===== config.mk =====
export PLATFORM = sky130hd
export DESIGN_NAME = boot_response_parser_flat
export DESIGN_NICKNAME = d
export VERILOG_FILES = /design/src/design/brp_pkg.sv /design/src/design/brp_if.sv /design/src/design/brp_front.sv /design/src/design/brp_fifo.sv /design/src/design/brp_back.sv /design/src/design/boot_response_parser.sv /design/src/flat_wrapper.sv
export SDC_FILE = /design/constraint.sdc
export NUM_CORES = 1
export LEC_CHECK = 0
export BUFFER_PORTS_ARGS = -buffer_cell sky130_fd_sc_hd__buf_2
export CORE_ASPECT_RATIO = 1.5
export CORE_UTILIZATION = 58
export CTS_CLUSTER_SIZE = 16
export DETAILED_ROUTE_END_ITERATION = 8
export GPL_TIMING_DRIVEN = 0
export PLACE_DENSITY = 0.86
export SETUP_SLACK_MARGIN = 0.1
export SLEW_MARGIN = 0
export SYNTH_ARGS = -nofsm -noshare
export SYNTH_HDL_FRONTEND = slang
export SYNTH_SLANG_ARGS = --single-unit

===== constraint.sdc =====
create_clock -name clk -period 16.14 [get_ports clk]
set_input_delay 3.228 -clock clk [delete_from_list [all_inputs] [get_ports clk]]
set_output_delay 3.228 -clock clk [all_outputs]
set_load 0.01 [all_outputs]

===== src/design/brp_pkg.sv =====
// Shared types and constants for the boot response parser.
// No dependencies; the design modules and the testbench import this package.
package brp_pkg;

  localparam logic [7:0] SYNC_FIRST  = 8'hB5;
  localparam logic [7:0] SYNC_SECOND = 8'h62;

  localparam logic [7:0] ID_STATUS   = 8'h01;
  localparam logic [7:0] ID_CHUNK    = 8'h02;
  localparam logic [7:0] ID_ERASE    = 8'h03;
  localparam logic [7:0] ID_CHUNKERR = 8'h04;
  localparam logic [7:0] ID_SIZE_SET = 8'hAA;

  localparam logic [7:0] DATA_ERASE_FAIL = 8'd1;
  localparam logic [7:0] DATA_ERASE_DONE = 8'd2;
  localparam logic [7:0] DATA_FLASH_OK   = 8'd4;
  localparam logic [7:0] DATA_JUMP_FAIL  = 8'd5;
  localparam logic [7:0] DATA_LEN_WRONG  = 8'd6;
  localparam logic [7:0] DATA_SIZE_SMALL = 8'd1;
  localparam logic [7:0] DATA_SIZE_LARGE = 8'd2;

  localparam logic [2:0] KIND_STATUS   = 3'd0;
  localparam logic [2:0] KIND_CHUNK    = 3'd1;
  localparam logic [2:0] KIND_ERASE    = 3'd2;
  localparam logic [2:0] KIND_CHUNKERR = 3'd3;
  localparam logic [2:0] KIND_SIZE_SET = 3'd4;
  localparam logic [2:0] KIND_OTHER    = 3'd5;
  localparam logic [2:0] KIND_TIMEOUT  = 3'd6;

  localparam logic [2:0] STAT_NONE       = 3'd0;
  localparam logic [2:0] STAT_ERASE_FAIL = 3'd1;
  localparam logic [2:0] STAT_ERASE_DONE = 3'd2;
  localparam logic [2:0] STAT_FLASH_OK   = 3'd3;
  localparam logic [2:0] STAT_JUMP_FAIL  = 3'd4;
  localparam logic [2:0] STAT_LEN_WRONG  = 3'd5;

  localparam logic [11:0] SIZE_SMALL = 12'd1024;
  localparam logic [11:0] SIZE_LARGE = 12'd2048;

  localparam logic [7:0] TICK_LIMIT_RESET = 8'd20;
  localparam logic [7:0] IDLE_TICKS_MAX   = 8'd255;
  localparam logic [6:0] PERCENT_MAX      = 7'd100;

  localparam logic REG_FILE_LENGTH = 1'b0;
  localparam logic REG_TICK_LIMIT  = 1'b1;

  localparam int FILE_LEN_W = 24;
  localparam int OFFSET_W   = 19;
  localparam int CHUNK_W    = 12;
  localparam int NUM_W      = 20;
  localparam int DVD_W      = 27;
  localparam int DIV_CNT_W  = 5;

  localparam int FIFO_DEPTH = 4;
  localparam int FIFO_AW    = 2;

  // One job handed from the parser to the decoder.
  typedef struct packed {
    logic       is_timeout;
    logic [7:0] id;
    logic [7:0] data;
  } brp_job_t;

  typedef struct packed {
    logic full;
    logic empty;
  } brp_fifo_stat_t;

endpackage


===== src/design/brp_if.sv =====
// Handshake interfaces for the input, result and configuration channels.
// No dependencies; the field widths are written out as literals.
interface brp_in_if;
  logic       valid;
  logic       ready;
  logic       func;
  logic [7:0] rx_byte;
  modport source (output valid, func, rx_byte, input ready);
  modport sink (input valid, func, rx_byte, output ready);
endinterface

interface brp_out_if;
  logic        valid;
  logic        ready;
  logic [2:0]  kind;
  logic [2:0]  status_code;
  logic [7:0]  frame_id_out;
  logic [7:0]  frame_data_out;
  logic [18:0] chunk_offset;
  logic [11:0] chunk_length;
  logic [6:0]  percent;
  logic        send_flash_cmd;
  logic        finished;
  modport source (output valid, kind, status_code, frame_id_out, frame_data_out,
                  chunk_offset, chunk_length, percent, send_flash_cmd, finished,
                  input ready);
  modport sink (input valid, kind, status_code, frame_id_out, frame_data_out,
                chunk_offset, chunk_length, percent, send_flash_cmd, finished,
                output ready);
endinterface

interface brp_cfg_if;
  logic        valid;
  logic        ready;
  logic        index;
  logic [23:0] data;
  modport source (output valid, index, data, input ready);
  modport sink (input valid, index, data, output ready);
endinterface


===== src/design/brp_front.sv =====
// Front end: frame sync, Fletcher-style check (two 8-bit sums) and response timer.
// Depends on brp_pkg and brp_in_if; pushes jobs into brp_fifo.
module brp_front
  import brp_pkg::*;
(
  input  logic           clk,
  input  logic           rst_n,
  brp_in_if.sink         in_ch,
  input  logic [7:0]     tick_limit,
  input  brp_fifo_stat_t fifo_stat,
  output logic           push,
  output brp_job_t       push_job
);

  localparam logic [2:0] PH_SYNC1 = 3'd0;
  localparam logic [2:0] PH_SYNC2 = 3'd1;
  localparam logic [2:0] PH_ID    = 3'd2;
  localparam logic [2:0] PH_DATA  = 3'd3;
  localparam logic [2:0] PH_SUMA  = 3'd4;
  localparam logic [2:0] PH_SUMB  = 3'd5;

  logic [2:0] phase_r, phase_nxt;
  logic [7:0] sum_a_r, sum_a_nxt;
  logic [7:0] sum_b_r, sum_b_nxt;
  logic [7:0] id_r, id_nxt;
  logic [7:0] data_r, data_nxt;
  logic [7:0] rsum_a_r, rsum_a_nxt;
  logic       resp_r, resp_nxt;
  logic [7:0] idle_r, idle_nxt;
  logic       run_r, run_nxt;
  logic       accept;

  assign in_ch.ready = !fifo_stat.full;
  assign accept      = in_ch.valid && in_ch.ready;

  always_comb begin
    logic [7:0] sa;
    sa         = sum_a_r + in_ch.rx_byte;
    phase_nxt  = phase_r;
    sum_a_nxt  = sum_a_r;
    sum_b_nxt  = sum_b_r;
    id_nxt     = id_r;
    data_nxt   = data_r;
    rsum_a_nxt = rsum_a_r;
    resp_nxt   = resp_r;
    idle_nxt   = idle_r;
    run_nxt    = run_r;
    push       = 1'b0;
    push_job   = '0;
    if (accept && in_ch.func) begin
      if (run_r) begin
        if (resp_r) begin
          idle_nxt = '0;
          resp_nxt = 1'b0;
        end else if (idle_r != IDLE_TICKS_MAX) begin
          idle_nxt = idle_r + 8'd1;
        end
        if (idle_nxt >= tick_limit) begin
          idle_nxt            = '0;
          resp_nxt            = 1'b0;
          run_nxt             = 1'b0;
          push                = 1'b1;
          push_job.is_timeout = 1'b1;
        end
      end
    end else if (accept) begin
      case (phase_r)
        PH_SYNC1: begin
          if (in_ch.rx_byte == SYNC_FIRST) phase_nxt = PH_SYNC2;
        end
        PH_SYNC2: begin
          phase_nxt = (in_ch.rx_byte == SYNC_SECOND) ? PH_ID : PH_SYNC1;
        end
        PH_ID: begin
          id_nxt    = in_ch.rx_byte;
          sum_a_nxt = sa;
          sum_b_nxt = sum_b_r + sa;
          phase_nxt = PH_DATA;
        end
        PH_DATA: begin
          data_nxt  = in_ch.rx_byte;
          sum_a_nxt = sa;
          sum_b_nxt = sum_b_r + sa;
          phase_nxt = PH_SUMA;
        end
        PH_SUMA: begin
          rsum_a_nxt = in_ch.rx_byte;
          phase_nxt  = PH_SUMB;
        end
        PH_SUMB: begin
          phase_nxt  = PH_SYNC1;
          sum_a_nxt  = '0;
          sum_b_nxt  = '0;
          rsum_a_nxt = '0;
          if (sum_a_r == rsum_a_r && sum_b_r == in_ch.rx_byte) begin
            resp_nxt      = 1'b1;
            push          = 1'b1;
            push_job.id   = id_r;
            push_job.data = data_r;
            if (id_r == ID_STATUS && data_r == DATA_FLASH_OK) run_nxt = 1'b0;
          end
        end
        default: phase_nxt = PH_SYNC1;
      endcase
    end
  end

  always_ff @(posedge clk) begin
    if (!rst_n) begin
      phase_r  <= PH_SYNC1;
      sum_a_r  <= '0;
      sum_b_r  <= '0;
      id_r     <= '0;
      data_r   <= '0;
      rsum_a_r <= '0;
      resp_r   <= 1'b0;
      idle_r   <= '0;
      run_r    <= 1'b1;
    end else begin
      phase_r  <= phase_nxt;
      sum_a_r  <= sum_a_nxt;
      sum_b_r  <= sum_b_nxt;
      id_r     <= id_nxt;
      data_r   <= data_nxt;
      rsum_a_r <= rsum_a_nxt;
      resp_r   <= resp_nxt;
      idle_r   <= idle_nxt;
      run_r    <= run_nxt;
    end
  end

endmodule


===== src/design/brp_fifo.sv =====
// Small job queue between the parser front end and the decoder.
// Depends on brp_pkg for the job type and depth.
module brp_fifo
  import brp_pkg::*;
(
  input  logic           clk,
  input  logic           rst_n,
  input  logic           push,
  input  brp_job_t       push_job,
  input  logic           pop,
  output brp_job_t       head_job,
  output brp_fifo_stat_t stat
);

  brp_job_t           mem_r [FIFO_DEPTH];
  logic [FIFO_AW-1:0] wr_ptr_r, rd_ptr_r;
  logic [FIFO_AW:0]   cnt_r, cnt_nxt;

  assign stat.full  = (cnt_r == (FIFO_AW+1)'(FIFO_DEPTH));
  assign stat.empty = (cnt_r == '0);
  assign head_job   = mem_r[rd_ptr_r];

  always_comb begin
    cnt_nxt = cnt_r;
    if (push && !pop) cnt_nxt = cnt_r + 1'b1;
    else if (pop && !push) cnt_nxt = cnt_r - 1'b1;
  end

  always_ff @(posedge clk) begin
    if (push) mem_r[wr_ptr_r] <= push_job;
  end

  always_ff @(posedge clk) begin
    if (!rst_n) begin
      wr_ptr_r <= '0;
      rd_ptr_r <= '0;
      cnt_r    <= '0;
    end else begin
      if (push) wr_ptr_r <= wr_ptr_r + 1'b1;
      if (pop) rd_ptr_r <= rd_ptr_r + 1'b1;
      cnt_r <= cnt_nxt;
    end
  end

endmodule


===== src/design/brp_back.sv =====
// Back end: decodes jobs into results, percent through a restoring divider.
// Depends on brp_pkg and brp_out_if; pops jobs from brp_fifo.
module brp_back
  import brp_pkg::*;
(
  input  logic                  clk,
  input  logic                  rst_n,
  input  brp_job_t              head_job,
  input  brp_fifo_stat_t        fifo_stat,
  output logic                  pop,
  input  logic [FILE_LEN_W-1:0] file_length,
  brp_out_if.source             out_ch
);

  localparam logic [1:0] ST_IDLE = 2'd0;
  localparam logic [1:0] ST_CALC = 2'd1;
  localparam logic [1:0] ST_DIV  = 2'd2;
  localparam logic [1:0] ST_OUT  = 2'd3;

  logic [1:0]            state_r, state_nxt;
  brp_job_t              job_r;
  logic [CHUNK_W-1:0]    csize_r;
  logic [2:0]            kind_r, code_r;
  logic [7:0]            oid_r, odata_r;
  logic [OFFSET_W-1:0]   off_r;
  logic [CHUNK_W-1:0]    len_r;
  logic [6:0]            pct_r;
  logic                  flash_r, fin_r;
  logic [FILE_LEN_W-1:0] rem_r;
  logic [DVD_W-1:0]      quo_r;
  logic [DIV_CNT_W-1:0]  cnt_r;

  // chunk math
  logic [NUM_W-1:0]      prod;
  logic [OFFSET_W-1:0]   offset;
  logic [FILE_LEN_W-1:0] remain;
  logic [CHUNK_W-1:0]    len;
  logic [NUM_W-1:0]      num;
  logic [DVD_W-1:0]      dividend;
  logic                  need_div;
  logic [2:0]            kind_c, code_c;

  // divider step
  logic [FILE_LEN_W:0]   shifted;
  logic                  q_bit;

  assign pop = (state_r == ST_IDLE) && !fifo_stat.empty;

  assign prod   = NUM_W'(job_r.data) * NUM_W'(csize_r);
  assign offset = prod[OFFSET_W-1:0];
  assign remain = file_length - FILE_LEN_W'(offset);

  always_comb begin
    if (file_length > FILE_LEN_W'(offset)) begin
      len = (remain > FILE_LEN_W'(csize_r)) ? csize_r : remain[CHUNK_W-1:0];
    end else begin
      len = '0;
    end
    num = (job_r.id == ID_CHUNK) ? NUM_W'(offset) + NUM_W'(len) : prod;
  end

  assign dividend = DVD_W'(num) * DVD_W'(PERCENT_MAX);
  assign need_div = !job_r.is_timeout && (job_r.id == ID_CHUNK || job_r.id == ID_ERASE)
                    && (file_length != '0);

  always_comb begin
    code_c = STAT_NONE;
    case (job_r.data)
      DATA_ERASE_FAIL: code_c = STAT_ERASE_FAIL;
      DATA_ERASE_DONE: code_c = STAT_ERASE_DONE;
      DATA_FLASH_OK:   code_c = STAT_FLASH_OK;
      DATA_JUMP_FAIL:  code_c = STAT_JUMP_FAIL;
      DATA_LEN_WRONG:  code_c = STAT_LEN_WRONG;
      default:         code_c = STAT_NONE;
    endcase
    case (job_r.id)
      ID_STATUS:   kind_c = KIND_STATUS;
      ID_CHUNK:    kind_c = KIND_CHUNK;
      ID_ERASE:    kind_c = KIND_ERASE;
      ID_CHUNKERR: kind_c = KIND_CHUNKERR;
      ID_SIZE_SET: kind_c = KIND_SIZE_SET;
      default:     kind_c = KIND_OTHER;
    endcase
  end

  assign shifted = {rem_r, quo_r[DVD_W-1]};
  assign q_bit   = (shifted >= {1'b0, file_length});

  always_comb begin
    state_nxt = state_r;
    case (state_r)
      ST_IDLE: if (pop) state_nxt = ST_CALC;
      ST_CALC: state_nxt = need_div ? ST_DIV : ST_OUT;
      ST_DIV:  if (cnt_r == '0) state_nxt = ST_OUT;
      ST_OUT:  if (out_ch.ready) state_nxt = ST_IDLE;
      default: state_nxt = ST_IDLE;
    endcase
  end

  always_ff @(posedge clk) begin
    if (!rst_n) begin
      state_r <= ST_IDLE;
      csize_r <= '0;
    end else begin
      state_r <= state_nxt;
      if (state_r == ST_CALC && !job_r.is_timeout && job_r.id == ID_SIZE_SET) begin
        if (job_r.data == DATA_SIZE_SMALL) csize_r <= SIZE_SMALL;
        else if (job_r.data == DATA_SIZE_LARGE) csize_r <= SIZE_LARGE;
      end
    end
  end

  always_ff @(posedge clk) begin
    if (pop) job_r <= head_job;
    if (state_r == ST_CALC) begin
      rem_r   <= '0;
      quo_r   <= dividend;
      cnt_r   <= DIV_CNT_W'(DVD_W - 1);
      pct_r   <= '0;
      off_r   <= '0;
      len_r   <= '0;
      code_r  <= STAT_NONE;
      flash_r <= 1'b0;
      fin_r   <= 1'b0;
      if (job_r.is_timeout) begin
        kind_r  <= KIND_TIMEOUT;
        oid_r   <= '0;
        odata_r <= '0;
        fin_r   <= 1'b1;
      end else begin
        kind_r  <= kind_c;
        oid_r   <= job_r.id;
        odata_r <= job_r.data;
        if (job_r.id == ID_STATUS) begin
          code_r  <= code_c;
          flash_r <= (code_c == STAT_FLASH_OK);
          fin_r   <= (code_c == STAT_FLASH_OK);
        end
        if (job_r.id == ID_CHUNK) begin
          off_r <= offset;
          len_r <= len;
        end
      end
    end else if (state_r == ST_DIV) begin
      rem_r <= q_bit ? FILE_LEN_W'(shifted - {1'b0, file_length})
                     : shifted[FILE_LEN_W-1:0];
      quo_r <= {quo_r[DVD_W-2:0], q_bit};
      cnt_r <= cnt_r - 1'b1;
      if (cnt_r == '0) begin
        // last quotient bit lands here; saturate the full quotient
        if ({quo_r[DVD_W-2:0], q_bit} > DVD_W'(PERCENT_MAX)) pct_r <= PERCENT_MAX;
        else pct_r <= {quo_r[5:0], q_bit};
      end
    end
  end

  assign out_ch.valid          = (state_r == ST_OUT);
  assign out_ch.kind           = kind_r;
  assign out_ch.status_code    = code_r;
  assign out_ch.frame_id_out   = oid_r;
  assign out_ch.frame_data_out = odata_r;
  assign out_ch.chunk_offset   = off_r;
  assign out_ch.chunk_length   = len_r;
  assign out_ch.percent        = pct_r;
  assign out_ch.send_flash_cmd = flash_r;
  assign out_ch.finished       = fin_r;

endmodule


===== src/design/boot_response_parser.sv =====
// Top level of the boot response parser: configuration registers and wiring.
// Depends on brp_pkg, brp_if, brp_front, brp_fifo and brp_back.
//
//  channel | dir | beat fields               | handshake
//  in_ch   | in  | func, rx_byte             | valid/ready
//  out_ch  | out | kind .. finished (9)      | valid/ready
//  cfg_ch  | in  | index, data               | valid/ready, ready tied high
//
// A byte or tick beat is taken each cycle while the 4-entry job queue has room.
// Each frame or timeout result passes through the decoder states idle, calc and out,
// one job at a time; chunk request and erase progress also pass through the 27-step
// restoring divider for percent when file_length is nonzero.
// rst_n is synchronous, active low; it clears the parser, arms the timer, clears
// the chunk size and loads file_length 0 and tick_limit 20.
// A stalled out_ch holds the decoder; the front keeps parsing until the queue fills.
module boot_response_parser
  import brp_pkg::*;
(
  input  logic      clk,
  input  logic      rst_n,
  brp_in_if.sink    in_ch,
  brp_out_if.source out_ch,
  brp_cfg_if.sink   cfg_ch
);

  logic [FILE_LEN_W-1:0] file_length_r;
  logic [7:0]            tick_limit_r;
  logic                  push, pop;
  brp_job_t              push_job, head_job;
  brp_fifo_stat_t        fifo_stat;

  assign cfg_ch.ready = 1'b1;

  always_ff @(posedge clk) begin
    if (!rst_n) begin
      file_length_r <= '0;
      tick_limit_r  <= TICK_LIMIT_RESET;
    end else if (cfg_ch.valid && cfg_ch.ready) begin
      case (cfg_ch.index)
        REG_FILE_LENGTH: file_length_r <= cfg_ch.data;
        REG_TICK_LIMIT:  tick_limit_r  <= cfg_ch.data[7:0];
        default:         ;
      endcase
    end
  end

  brp_front u_front (
    .clk        (clk),
    .rst_n      (rst_n),
    .in_ch      (in_ch),
    .tick_limit (tick_limit_r),
    .fifo_stat  (fifo_stat),
    .push       (push),
    .push_job   (push_job)
  );

  brp_fifo u_fifo (
    .clk      (clk),
    .rst_n    (rst_n),
    .push     (push),
    .push_job (push_job),
    .pop      (pop),
    .head_job (head_job),
    .stat     (fifo_stat)
  );

  brp_back u_back (
    .clk         (clk),
    .rst_n       (rst_n),
    .head_job    (head_job),
    .fifo_stat   (fifo_stat),
    .pop         (pop),
    .file_length (file_length_r),
    .out_ch      (out_ch)
  );

`ifndef SYNTHESIS
  a_no_push_full: assert property (@(posedge clk) disable iff (!rst_n)
    push |-> !fifo_stat.full)
    else $error("job pushed into full queue");

  a_no_pop_empty: assert property (@(posedge clk) disable iff (!rst_n)
    pop |-> !fifo_stat.empty)
    else $error("job popped from empty queue");

  a_timeout_fields: assert property (@(posedge clk) disable iff (!rst_n)
    (out_ch.valid && out_ch.kind == KIND_TIMEOUT) |->
      (out_ch.finished && out_ch.frame_id_out == 8'd0 && !out_ch.send_flash_cmd))
    else $error("timeout result carries frame fields");

  a_flash_cmd: assert property (@(posedge clk) disable iff (!rst_n)
    (out_ch.valid && out_ch.send_flash_cmd) |->
      (out_ch.kind == KIND_STATUS && out_ch.status_code == STAT_FLASH_OK
       && out_ch.finished))
    else $error("flash command outside flash ok status");
`endif

endmodule


===== src/flat_wrapper.sv =====
// flat-port wrapper written by rule: the top's interface ports become plain ports
module boot_response_parser_flat import brp_pkg::*;
  (clk, rst_n, in_ch_valid, in_ch_func, in_ch_rx_byte, in_ch_ready, out_ch_valid, out_ch_kind, out_ch_status_code, out_ch_frame_id_out, out_ch_frame_data_out, out_ch_chunk_offset, out_ch_chunk_length, out_ch_percent, out_ch_send_flash_cmd, out_ch_finished, out_ch_ready, cfg_ch_valid, cfg_ch_index, cfg_ch_data, cfg_ch_ready);
  brp_in_if in_ch_i ();
  brp_out_if out_ch_i ();
  brp_cfg_if cfg_ch_i ();
  input  logic clk;
  input  logic rst_n;
  input wire logic [$bits(in_ch_i.valid)-1:0] in_ch_valid;
  input wire logic [$bits(in_ch_i.func)-1:0] in_ch_func;
  input wire logic [$bits(in_ch_i.rx_byte)-1:0] in_ch_rx_byte;
  output wire logic [$bits(in_ch_i.ready)-1:0] in_ch_ready;
  output wire logic [$bits(out_ch_i.valid)-1:0] out_ch_valid;
  output wire logic [$bits(out_ch_i.kind)-1:0] out_ch_kind;
  output wire logic [$bits(out_ch_i.status_code)-1:0] out_ch_status_code;
  output wire logic [$bits(out_ch_i.frame_id_out)-1:0] out_ch_frame_id_out;
  output wire logic [$bits(out_ch_i.frame_data_out)-1:0] out_ch_frame_data_out;
  output wire logic [$bits(out_ch_i.chunk_offset)-1:0] out_ch_chunk_offset;
  output wire logic [$bits(out_ch_i.chunk_length)-1:0] out_ch_chunk_length;
  output wire logic [$bits(out_ch_i.percent)-1:0] out_ch_percent;
  output wire logic [$bits(out_ch_i.send_flash_cmd)-1:0] out_ch_send_flash_cmd;
  output wire logic [$bits(out_ch_i.finished)-1:0] out_ch_finished;
  input wire logic [$bits(out_ch_i.ready)-1:0] out_ch_ready;
  input wire logic [$bits(cfg_ch_i.valid)-1:0] cfg_ch_valid;
  input wire logic [$bits(cfg_ch_i.index)-1:0] cfg_ch_index;
  input wire logic [$bits(cfg_ch_i.data)-1:0] cfg_ch_data;
  output wire logic [$bits(cfg_ch_i.ready)-1:0] cfg_ch_ready;
  assign in_ch_i.valid = in_ch_valid;
  assign in_ch_i.func = in_ch_func;
  assign in_ch_i.rx_byte = in_ch_rx_byte;
  assign in_ch_ready = in_ch_i.ready;
  assign out_ch_valid = out_ch_i.valid;
  assign out_ch_kind = out_ch_i.kind;
  assign out_ch_status_code = out_ch_i.status_code;
  assign out_ch_frame_id_out = out_ch_i.frame_id_out;
  assign out_ch_frame_data_out = out_ch_i.frame_data_out;
  assign out_ch_chunk_offset = out_ch_i.chunk_offset;
  assign out_ch_chunk_length = out_ch_i.chunk_length;
  assign out_ch_percent = out_ch_i.percent;
  assign out_ch_send_flash_cmd = out_ch_i.send_flash_cmd;
  assign out_ch_finished = out_ch_i.finished;
  assign out_ch_i.ready = out_ch_ready;
  assign cfg_ch_i.valid = cfg_ch_valid;
  assign cfg_ch_i.index = cfg_ch_index;
  assign cfg_ch_i.data = cfg_ch_data;
  assign cfg_ch_ready = cfg_ch_i.ready;
  boot_response_parser u_core (.clk(clk), .rst_n(rst_n), .in_ch(in_ch_i), .out_ch(out_ch_i), .cfg_ch(cfg_ch_i));
endmodule

==> results of run 1 <==
## critical path: cells and delay by family (launching register included)
family	cells	cell delay [ps]
xor gates and xnor gates	2	750
adders and majority gates	11	3670
buffers and inverters	3	400
DFF	1	330
muxes	2	690
and+or+nand+nor	4	530
AOI/OAI and AO/OA	11	2690
## stage by stage
step	setup WS (ps)	power, µW	instance area [µm²]	hold slack, ps
final	6828	2650	19480	466.4
after global routing	6421	2779	19470	481.3
after CTS	6938	2641	19460	470.2
after detailed placement	6978	1986	18560	461.7
after global placement	7072	1948	18500	453.3
after floorplan	8119	1719	17550	443.5
## metal layers
layer	wire length [µm]	up-vias	global-route usage, %
met3	2279	160	4.724
met1	15250	6482	28.59
met4	2452	0	16.45
met5	0	-	0
li1	-	6485	-
met2	22380	435	51.67
## power by group
group          leakage [µW]  switching (µW)  internal (µW)
clock network      0.000448             289            366
registers           0.00263            94.2            954
logic               0.00511             571            377
total               0.00819             954           1700
## registers in the layout (all words and copies together) (netlist names), 3 cells and up
register	flops
u_core.u_fifo.cnt_r	3
u_core.u_back.cnt_r	5
u_core.u_back.rem_r	24
u_core.u_front.phase_r	3
u_core.u_back.out_ch.percent	7
u_core.u_back.job_r	17
u_core.u_back.out_ch.status_code	3
u_core.u_fifo.mem_r	68
u_core.file_length_r	24
u_core.u_back.out_ch.kind	3
u_core.u_front.rsum_a_r	8
u_core.u_front.data_r	8
u_core.u_back.out_ch.chunk_offset	9
u_core.u_front.id_r	8
u_core.u_back.out_ch.frame_id_out	8
u_core.tick_limit_r	8
u_core.u_front.sum_b_r	8
u_core.u_front.sum_a_r	8
u_core.u_back.quo_r	27
u_core.u_back.out_ch.frame_data_out	8
u_core.u_back.out_ch.chunk_length	12
u_core.u_front.idle_r	8
## layout make-up
type | count | share of cell area, %
Antenna cell | 6 | 0.07708
Buffer | 85 | 1.876
Clock buffer | 35 | 3.880
Clock inverter | 14 | 0.7643
Inverter | 136 | 2.621
Multi-Input combinational cell | 1241 | 48.01
Sequential cell | 289 | 37.66
Tap cell | 395 | 2.537
Timing Repair Buffer | 93 | 2.569
## final timing paths
check                           cells past startpoint  slack [ps]                  endpoint                       from
worst max-delay path                               33        6830   u_core.u_back.quo_r[26]  u_core.u_back.csize_r[11]
worst min-delay path                                2         470  u_core.file_length_r[19]   u_core.file_length_r[19]
worst max register to register                     33        6830   u_core.u_back.quo_r[26]  u_core.u_back.csize_r[11]
worst min register to register                      2         470  u_core.file_length_r[19]   u_core.file_length_r[19]
## synth_stat cells, drive strengths merged, types with 22 or more instances
master	instances
nand2	151
ha	155
fa	22
mux2i	37
nor4	23
xor2	24
dfxtp	134
a21oi	61
xnor2	68
and2	36
a211oi	27
inv	136
a21boi	50
o21ai	38
and3	32
clkbuf	66
edfxtp	155
nor3	30
nor2	113
nand3	27
a21o	27
nor2b	69
## cells by family after synthesis
group	share of synthesized area [%]
AO/OA/AOI/OAI	13.18
XOR/XNOR	4.599
adder cells (fa/ha/maj)	13.58
buffers and inverters	4.999
flip-flops	41.88
multiplexers	4.428
other	0.04287
AND/OR/NAND/NOR	17.29
==> qor.yml, run 1 <==
worstPathMaxFanout: 10
start_util_pct: 59.23
drt_iter0_markers: 709
seq_area_um2: 7337
nFillCells: 2292
cp_slowest_stage_delay_ps: 600
min_period_over_period_pct: 57.70
max_freq_mhz: 107.4
period_needed_ps: 9312
fin_nets: 2089
grt_antenna_before_repair: 6
setup_violations: 0
finalHoldViolCount: 0
fin_skew_ps: 9.129
cts_resized: 0
ctsHoldBuffers: 0
ys_seq_area_share_pct: 41.88
path_clk_slew_ps: 70
peakVddDrop_mv: 0.08866
postCtsSetupBuffers: 0
start_kind: "flip-flop"
slew_viol_final: 0
grt_pass1_wl_mm: 67.67
synth_top_area_cell: "edfxtp_1"
tightest_slew_ps: 1288
synthCells: 1742
required_ps: 16450
root_buffer: "clkbuf_16"
synth_ff_type: "edfxtp_1"
cpMostUsedCell: "ha_1"
drt-wirelength-per-cell_um: 18.47
cts_sinks: 289
final_cells: 2294
relSlewSlack_pct: 13.32
numCtsBuffers: 27
setup-tns-final_ps: 0
ys_types: 81
row_count: 77
crit_type: "reg -> reg"
multi_input_area_um2: 9353
synth_top_cell_area_share_pct: 26.57
dp_hpwl_mm: 32.75
utilization_pct: 65.86
num_io_pins: 104
drv_cap: 0
async_reset_ff_share_pct: 0
mostFrequentLayoutCell: "edfxtp_1"
track_usage_pct: 27.86
synth-edff-count: 155
drc_errors: 0
syn_area_um2: 17520
final_layout_size_suffix_gt1_share_pct: 10.41
dr.pass1.iters: 7
syn_to_final_growth_pct: 11.19
port_buffers: 90
antenna_left: 0
viasPerCell: 5.912
cts_htree_levels: 1
rsz0062_at_grt: "no"
core_um2: 29580
syn_avg_cell_area_um2: 10.06
place_congestion: 0.9278
synth.area.top_cells: "edfxtp_1 (27%), dfxtp_1 (15%), ha_1 (11%), xnor2_1 (3.4%), nand2_1 (3.2%)"
die_x_um: 143.9
grt-ovfl-total: 0
slowest_stage: "xor2_1"
die_height_um: 214.9
synth_warnings: 0
cellLeakagePower_uw: 0.008187
hold_class: "reg -> reg"
clock_latency_ps: 580
status: "finished clean"
grt_max_degree: 28
p_per_area_nw_per_um2: 136.0
end_kind: "flip-flop"
num_vias: 13560
synth_seq_cells: 289
dieArea_um2: 30920
cts_tree: "built"
dp_cells: 2239
worstPathArrival_ps: 9620
wl_mm: 42.36
grt_pass1_vias: 13800
clock_path_buffers: 3
mostFrequentLayoutCells: "edfxtp_1 (155), ha_1 (154), nand2_1 (150), inv_1 (136), dfxtp_1 (134)"
No activity file was read; power rests on OpenSTA's default activity.
==> run 2, diff against run 1 <==
--- a/config.mk
+++ b/config.mk
@@ -7,7 +7,7 @@
 export LEC_CHECK = 0
 export BUFFER_PORTS_ARGS = -buffer_cell sky130_fd_sc_hd__buf_2
 export CORE_ASPECT_RATIO = 1.5
-export CORE_UTILIZATION = 58
+export CORE_UTILIZATION = 56
 export CTS_CLUSTER_SIZE = 16
 export DETAILED_ROUTE_END_ITERATION = 8
 export GPL_TIMING_DRIVEN = 0
==> constraint.sdc (replaced) <==
create_clock -name clk -period 7.5 [get_ports clk]
set_input_delay 1.5 -clock clk [delete_from_list [all_inputs] [get_ports clk]]
set_output_delay 1.5 -clock clk [all_outputs]
set_load 0.01 [all_outputs]
==> qor.yml, run 2 (synthesized netlist as in run 1, its figures left out) <==
core_um2: 30940
cts_sinks: 289
status: "finished, violations left"
slowest_stage: "fa_1"
min_period_over_period_pct: 108.7
largest_register: "u_core.u_fifo.mem_r"
cts_htree_levels: 1
peakVddDrop_mv: 0.1860
setup_violations: 12
p_per_area_nw_per_um2: 279.8
die_height_um: 218.6
end_kind: "flip-flop"
die_x_um: 146.4
rr_worst_depth: 37
clock_latency_ps: 570
viasPerCell: 6.188
period_needed_ps: 8155
path_clk_slew_ps: 70
timing.rr.end: "u_core.u_back.quo_r[26]"
finalHoldViolCount: 0
path_buf_inv: 6
r2r_start: "u_core.u_back.csize_r[11]"
worstPathMaxFanout: 8
failed_checks: "setup timing"
num_vias: 14630
grt-ovfl-total: 0
hold_class: "reg -> reg"
power_uw: 5809
crit_type: "reg -> reg"
mostFrequentLayoutCells: "edfxtp_1 (155), nand2_1 (145), dfxtp_1 (132), inv_1 (127), ha_1 (120)"
cts_tree: "built"
drc_errors: 0
grt_max_degree: 29
wl_mm: 49.73
largestRegisters: "u_core.u_fifo.mem_r (68), u_core.u_back.quo_r (27)"
worstPathArrival_ps: 8560
worstHoldStart: "u_core.tick_limit_r[3]"
start_util_pct: 56.63
antenna_left: 0
clock_path_buffers: 3
dp_hpwl_mm: 32.42
grt_pass1_wl_mm: 73.15
dieArea_um2: 32010
grt_antenna_before_repair: 6
grt_pass1_vias: 14460
cp_slowest_stage_delay_ps: 560
numCtsBuffers: 27
required_ps: 7910
hold_depth: 2
dp_cells: 2249
port_buffers: 90
nFillCells: 2145
max_freq_mhz: 122.6
row_count: 79
final_cells: 2364
r2r_slack_ps: -650
num_io_pins: 104
syn_to_final_growth_pct: 18.50
slew_viol_final: 0
tightest_slew_ps: 1273
hold_slack_ps: 463.4
fin_nets: 2151
worst_slack_ps: -654.5
place_congestion: 0.9287
drv_cap: 0
track_usage_pct: 29.10
cpMostUsedCell: "ha_4"
relSlewSlack_pct: 14.33
root_buffer: "clkbuf_16"
mostFrequentLayoutCell: "edfxtp_1"
dr.pass1.iters: 8
fin_skew_ps: 8.295
drt_iter0_markers: 1073
cp_top_family: "adder cells"
largest_reg_flops: 68
cellLeakagePower_uw: 0.008490
utilization_pct: 67.10
drt-wirelength-per-cell_um: 21.03
final_layout_size_suffix_gt1_share_pct: 18.46
start_kind: "flip-flop"
hold_end: "u_core.tick_limit_r[3]"
rsz0062_at_grt: "yes"
## run 2: changes by cell type in the layout (fill, tap and decap cells not counted), sizes merged
cell / before / now
clkinv: 8 / 7
buf: 112 / 175
diode: 6 / 3
clkbuf: 101 / 99
bufinv: 2 / 3
clkinvlp: 1 / 3
## run 2: worst max-delay path by stage
stage | startpoint | slack [ps] | end | depth (start not counted)
after floorplan | u_core.u_back.job_r[2] | 110 | u_core.u_back.quo_r[25] | 33
after global placement | u_core.u_back.csize_r[11] | -620 | u_core.u_back.quo_r[26] | 35
after detailed placement | u_core.u_back.job_r[0] | -790 | u_core.u_back.quo_r[26] | 35
after CTS | u_core.u_back.job_r[6] | -220 | u_core.u_back.quo_r[23] | 32
after global routing | u_core.u_back.csize_r[11] | -830 | u_core.u_back.quo_r[24] | 38
final | u_core.u_back.csize_r[11] | -650 | u_core.u_back.quo_r[26] | 37
## run 2: routing by layer
layer	GRT usage, %	wire length (µm)
met5	0	38
met2	53.76	25230
met3	5.449	3658
met1	29.11	16840
met4	20.90	3959
## run 2: cell type report
cell class	instances	area (µm²)	area share, %
clock buffer	34	703.2	3.387
timing repair buffer	155	1003	4.833
clock inverter	16	176.4	0.8498
sequential	289	7342	35.36
inverter	136	510.5	2.459
buffer	85	394.1	1.898
tap	405	506.7	2.441
multi-input combinational	1241	10120	48.73
antenna	3	7.507	0.03616
## run 2: worst register-to-register path: cells and delay by family, from the launching register on
family | cells | cell delay [ps]
muxes | 1 | 340
AOI/OAI and AO/OA | 12 | 2240
and+or+nand+nor | 5 | 720
buffers and inverters | 6 | 650
adders and majority gates | 9 | 2640
xor gates and xnor gates | 4 | 1060
DFF | 1 | 340
## run 2: repair_timing
action                     in CTS  in global routing
hold buffers                    0                  0
buffers inserted               50                 13
setup endpoints to repair      13                 13
gates cloned                    0                  0
pin swaps                      61                 41
resized for setup              82                 39
## run 2: per-stage QoR
stage                     area, µm²  worst slack (ps)  TNS, ps
after floorplan               17760             107.2        0
after global placement        18720            -615.4    -3339
after detailed placement      18770            -790.1    -5252
after CTS                     20440            -222.5   -904.5
after global routing          20750            -827.4    -8059
final                         20760            -654.5    -5193
## run 2: report_power, final
group / leakage [µW] / switching (µW) / total [µW] / internal [µW]
Combinational: 0.00548 / 1300 / 2150 / 854
Clock: 0.000422 / 628 / 1400 / 775
Sequential: 0.00259 / 203 / 2260 / 2050
Total: 0.00849 / 2130 / 5810 / 3680
==> run 3, diff against run 2 <==
--- a/config.mk
+++ b/config.mk
@@ -5,11 +5,13 @@
 export SDC_FILE = /design/constraint.sdc
 export NUM_CORES = 1
 export LEC_CHECK = 0
-export BUFFER_PORTS_ARGS = -buffer_cell sky130_fd_sc_hd__buf_2
+export CELL_PAD_IN_SITES_DETAIL_PLACEMENT = 0
+export CELL_PAD_IN_SITES_GLOBAL_PLACEMENT = 1
 export CORE_ASPECT_RATIO = 1.5
-export CORE_UTILIZATION = 56
+export CORE_UTILIZATION = 46
 export CTS_CLUSTER_SIZE = 16
 export DETAILED_ROUTE_END_ITERATION = 8
+export DONT_BUFFER_PORTS = 1
 export GPL_TIMING_DRIVEN = 0
 export PLACE_DENSITY = 0.86
 export SETUP_SLACK_MARGIN = 0.1
==> qor.yml, run 3 (synthesized netlist as in run 1, its figures left out) <==
status: "finished, violations left"
failed_checks: "setup timing"
grt_pass1_vias: 13160
peakVddDrop_mv: 0.2027
required_ps: 7800
dieArea_um2: 38890
grt_max_degree: 35
dp_hpwl_mm: 33.51
port_buffers: 0
max_freq_mhz: 130.6
switching_share_pct: 35.61
core_um2: 37550
pwr-share-comb_pct: 34.4
grt_pass1_wl_mm: 68.93
busiest_layer: "met2"
fin_skew_ps: 29.24
slowest_stage: "fa_1"
r2r_start: "u_core.u_back.job_r[2]"
hold_depth: 2
drt-wirelength-per-cell_um: 18.85
largest_register: "u_core.u_fifo.mem_r"
utilization_pct: 54.54
num_vias: 13060
rr_worst_depth: 35
slew_viol_final: 0
power_uw: 5726
drt_iter0_markers: 743
clock_latency_ps: 580
cp_slowest_stage_delay_ps: 510
ctsHoldBuffers: 0
grt_use_met3_pct: 4.434
tightest_slew_ps: 1171
r2r_slack_ps: -150
timing.rr.end: "u_core.u_back.quo_r[26]"
hold_class: "reg -> reg"
track_usage_pct: 22.54
final_cells: 2349
cpMostUsedCell: "ha_4"
viasPerCell: 5.561
final_layout_size_suffix_gt1_share_pct: 14.43
finalHoldViolCount: 0
antenna_left: 0
worstHoldStart: "u_core.file_length_r[19]"
root_buffer: "clkbuf_16"
largestRegisters: "u_core.u_fifo.mem_r (68), u_core.u_back.quo_r (27)"
wl_mm: 44.29
syn_to_final_growth_pct: 16.92
cts_tree: "built"
end_kind: "flip-flop"
path_clk_slew_ps: 70
worstPathArrival_ps: 7950
largest_reg_flops: 68
die_height_um: 241.0
worstPathMaxFanout: 4
p_int_uw: 3687
numCtsBuffers: 28
start_kind: "flip-flop"
drc_errors: 0
grt-ovfl-total: 0
met2_usage_pct: 43.53
dp_cells: 2245
p_per_area_nw_per_um2: 279.5
hold_end: "u_core.file_length_r[19]"
die_x_um: 161.3
setup_violations: 6
num_io_pins: 104
place_congestion: 0.9113
use_met1_pct: 23.38
mostFrequentLayoutCell: "edfxtp_1"
period_needed_ps: 7655
fin_nets: 2051
cts_sinks: 289
clock_path_buffers: 3
grt_antenna_before_repair: 6
path_buf_inv: 5
relSlewSlack_pct: 21.97
cp_top_family: "adder cells"
dr.pass1.iters: 5
p_clk_share_pct: 25.4
worst_slack_ps: -154.9
drv_cap: 0
crit_type: "reg -> reg"
cellLeakagePower_uw: 0.008093
min_period_over_period_pct: 102.1
power.switching_uw: 2039
seqPwrFrac_pct: 40.2
start_util_pct: 46.65
cts_htree_levels: 1
rsz0062_at_grt: "yes"
row_count: 87
mostFrequentLayoutCells: "edfxtp_1 (155), nand2_1 (144), dfxtp_1 (132), inv_1 (127), ha_1 (118)"
==> run 3: power groups by stage <==
| stage | registers (µW) | clock network [µW] | logic, µW |
|---|---|---|---|
| 6_report | 2300 | 1460 | 1970 |
| 5_1_grt | 2330 | 1540 | 2160 |
| 4_1_cts | 2300 | 1480 | 1950 |
| 3_5_place_dp | 2340 | 0 | 1890 |
| 3_3_place_gp | 2340 | 0 | 1840 |
| 2_1_floorplan | 2250 | 0 | 1450 |
==> run 3: timing repair <==
item | CTS | global route
setup buffers | 36 | 14
resized for setup | 80 | 43
pin swaps | 55 | 51
setup endpoints to repair | 15 | 13
==> run 3: worst max path at each step <==
stage / endpoint / slack [ps] / startpoint / depth (start not counted)
final: u_core.u_back.quo_r[26] / -150 / u_core.u_back.job_r[2] / 35
after global routing: u_core.u_back.quo_r[24] / -380 / u_core.u_back.job_r[2] / 35
after global placement: u_core.u_back.quo_r[26] / -790 / u_core.u_back.job_r[1] / 35
after floorplan: u_core.u_back.quo_r[25] / 110 / u_core.u_back.job_r[2] / 33
after detailed placement: u_core.u_back.quo_r[26] / -850 / u_core.u_back.job_r[1] / 35
after CTS: u_core.u_back.quo_r[25] / -190 / u_core.u_back.job_r[2] / 33
==> run 3: cell type report <==
cell class	count	area (µm²)
timing repair buffer	54	466.7
sequential	289	7340
multi-input combinational	1241	10190
clock buffer	32	715.7
buffer	85	414.1
tap	489	611.8
inverter	136	514.2
clock inverter	20	224.0
fill	3253	17070
antenna	3	7.507
==> run 3: worst reg2reg max path: cells and delay by family (launching register included) <==
kind,cells,cell delay (ps)
DFF,1,380
muxes,2,600
xor gates and xnor gates,3,500
adders and majority gates,10,2910
AOI/OAI and AO/OA,10,2010
buffers and inverters,5,380
and+or+nand+nor,5,590
==> run 3: metal layers <==
layer / vias up / wire length, µm
met3: 81 / 2153
li1: 6388 / -
met2: 256 / 24130
met5: - / 38
met1: 6332 / 16450
met4: 6 / 1513
==> run 3: through the flow <==
step | setup TNS (ps) | cell area [µm²] | setup slack, ps | hold WS [ps]
2_1_floorplan | 0 | 17760 | 107.2 | 443.5
3_3_place_gp | -5392 | 18370 | -788.6 | 453.5
3_5_place_dp | -6591 | 18470 | -851.8 | 457.6
4_1_cts | -994.9 | 20120 | -191.7 | 466.4
5_1_grt | -2309 | 20480 | -377.2 | 496.3
6_report | -491.6 | 20480 | -154.9 | 461.8
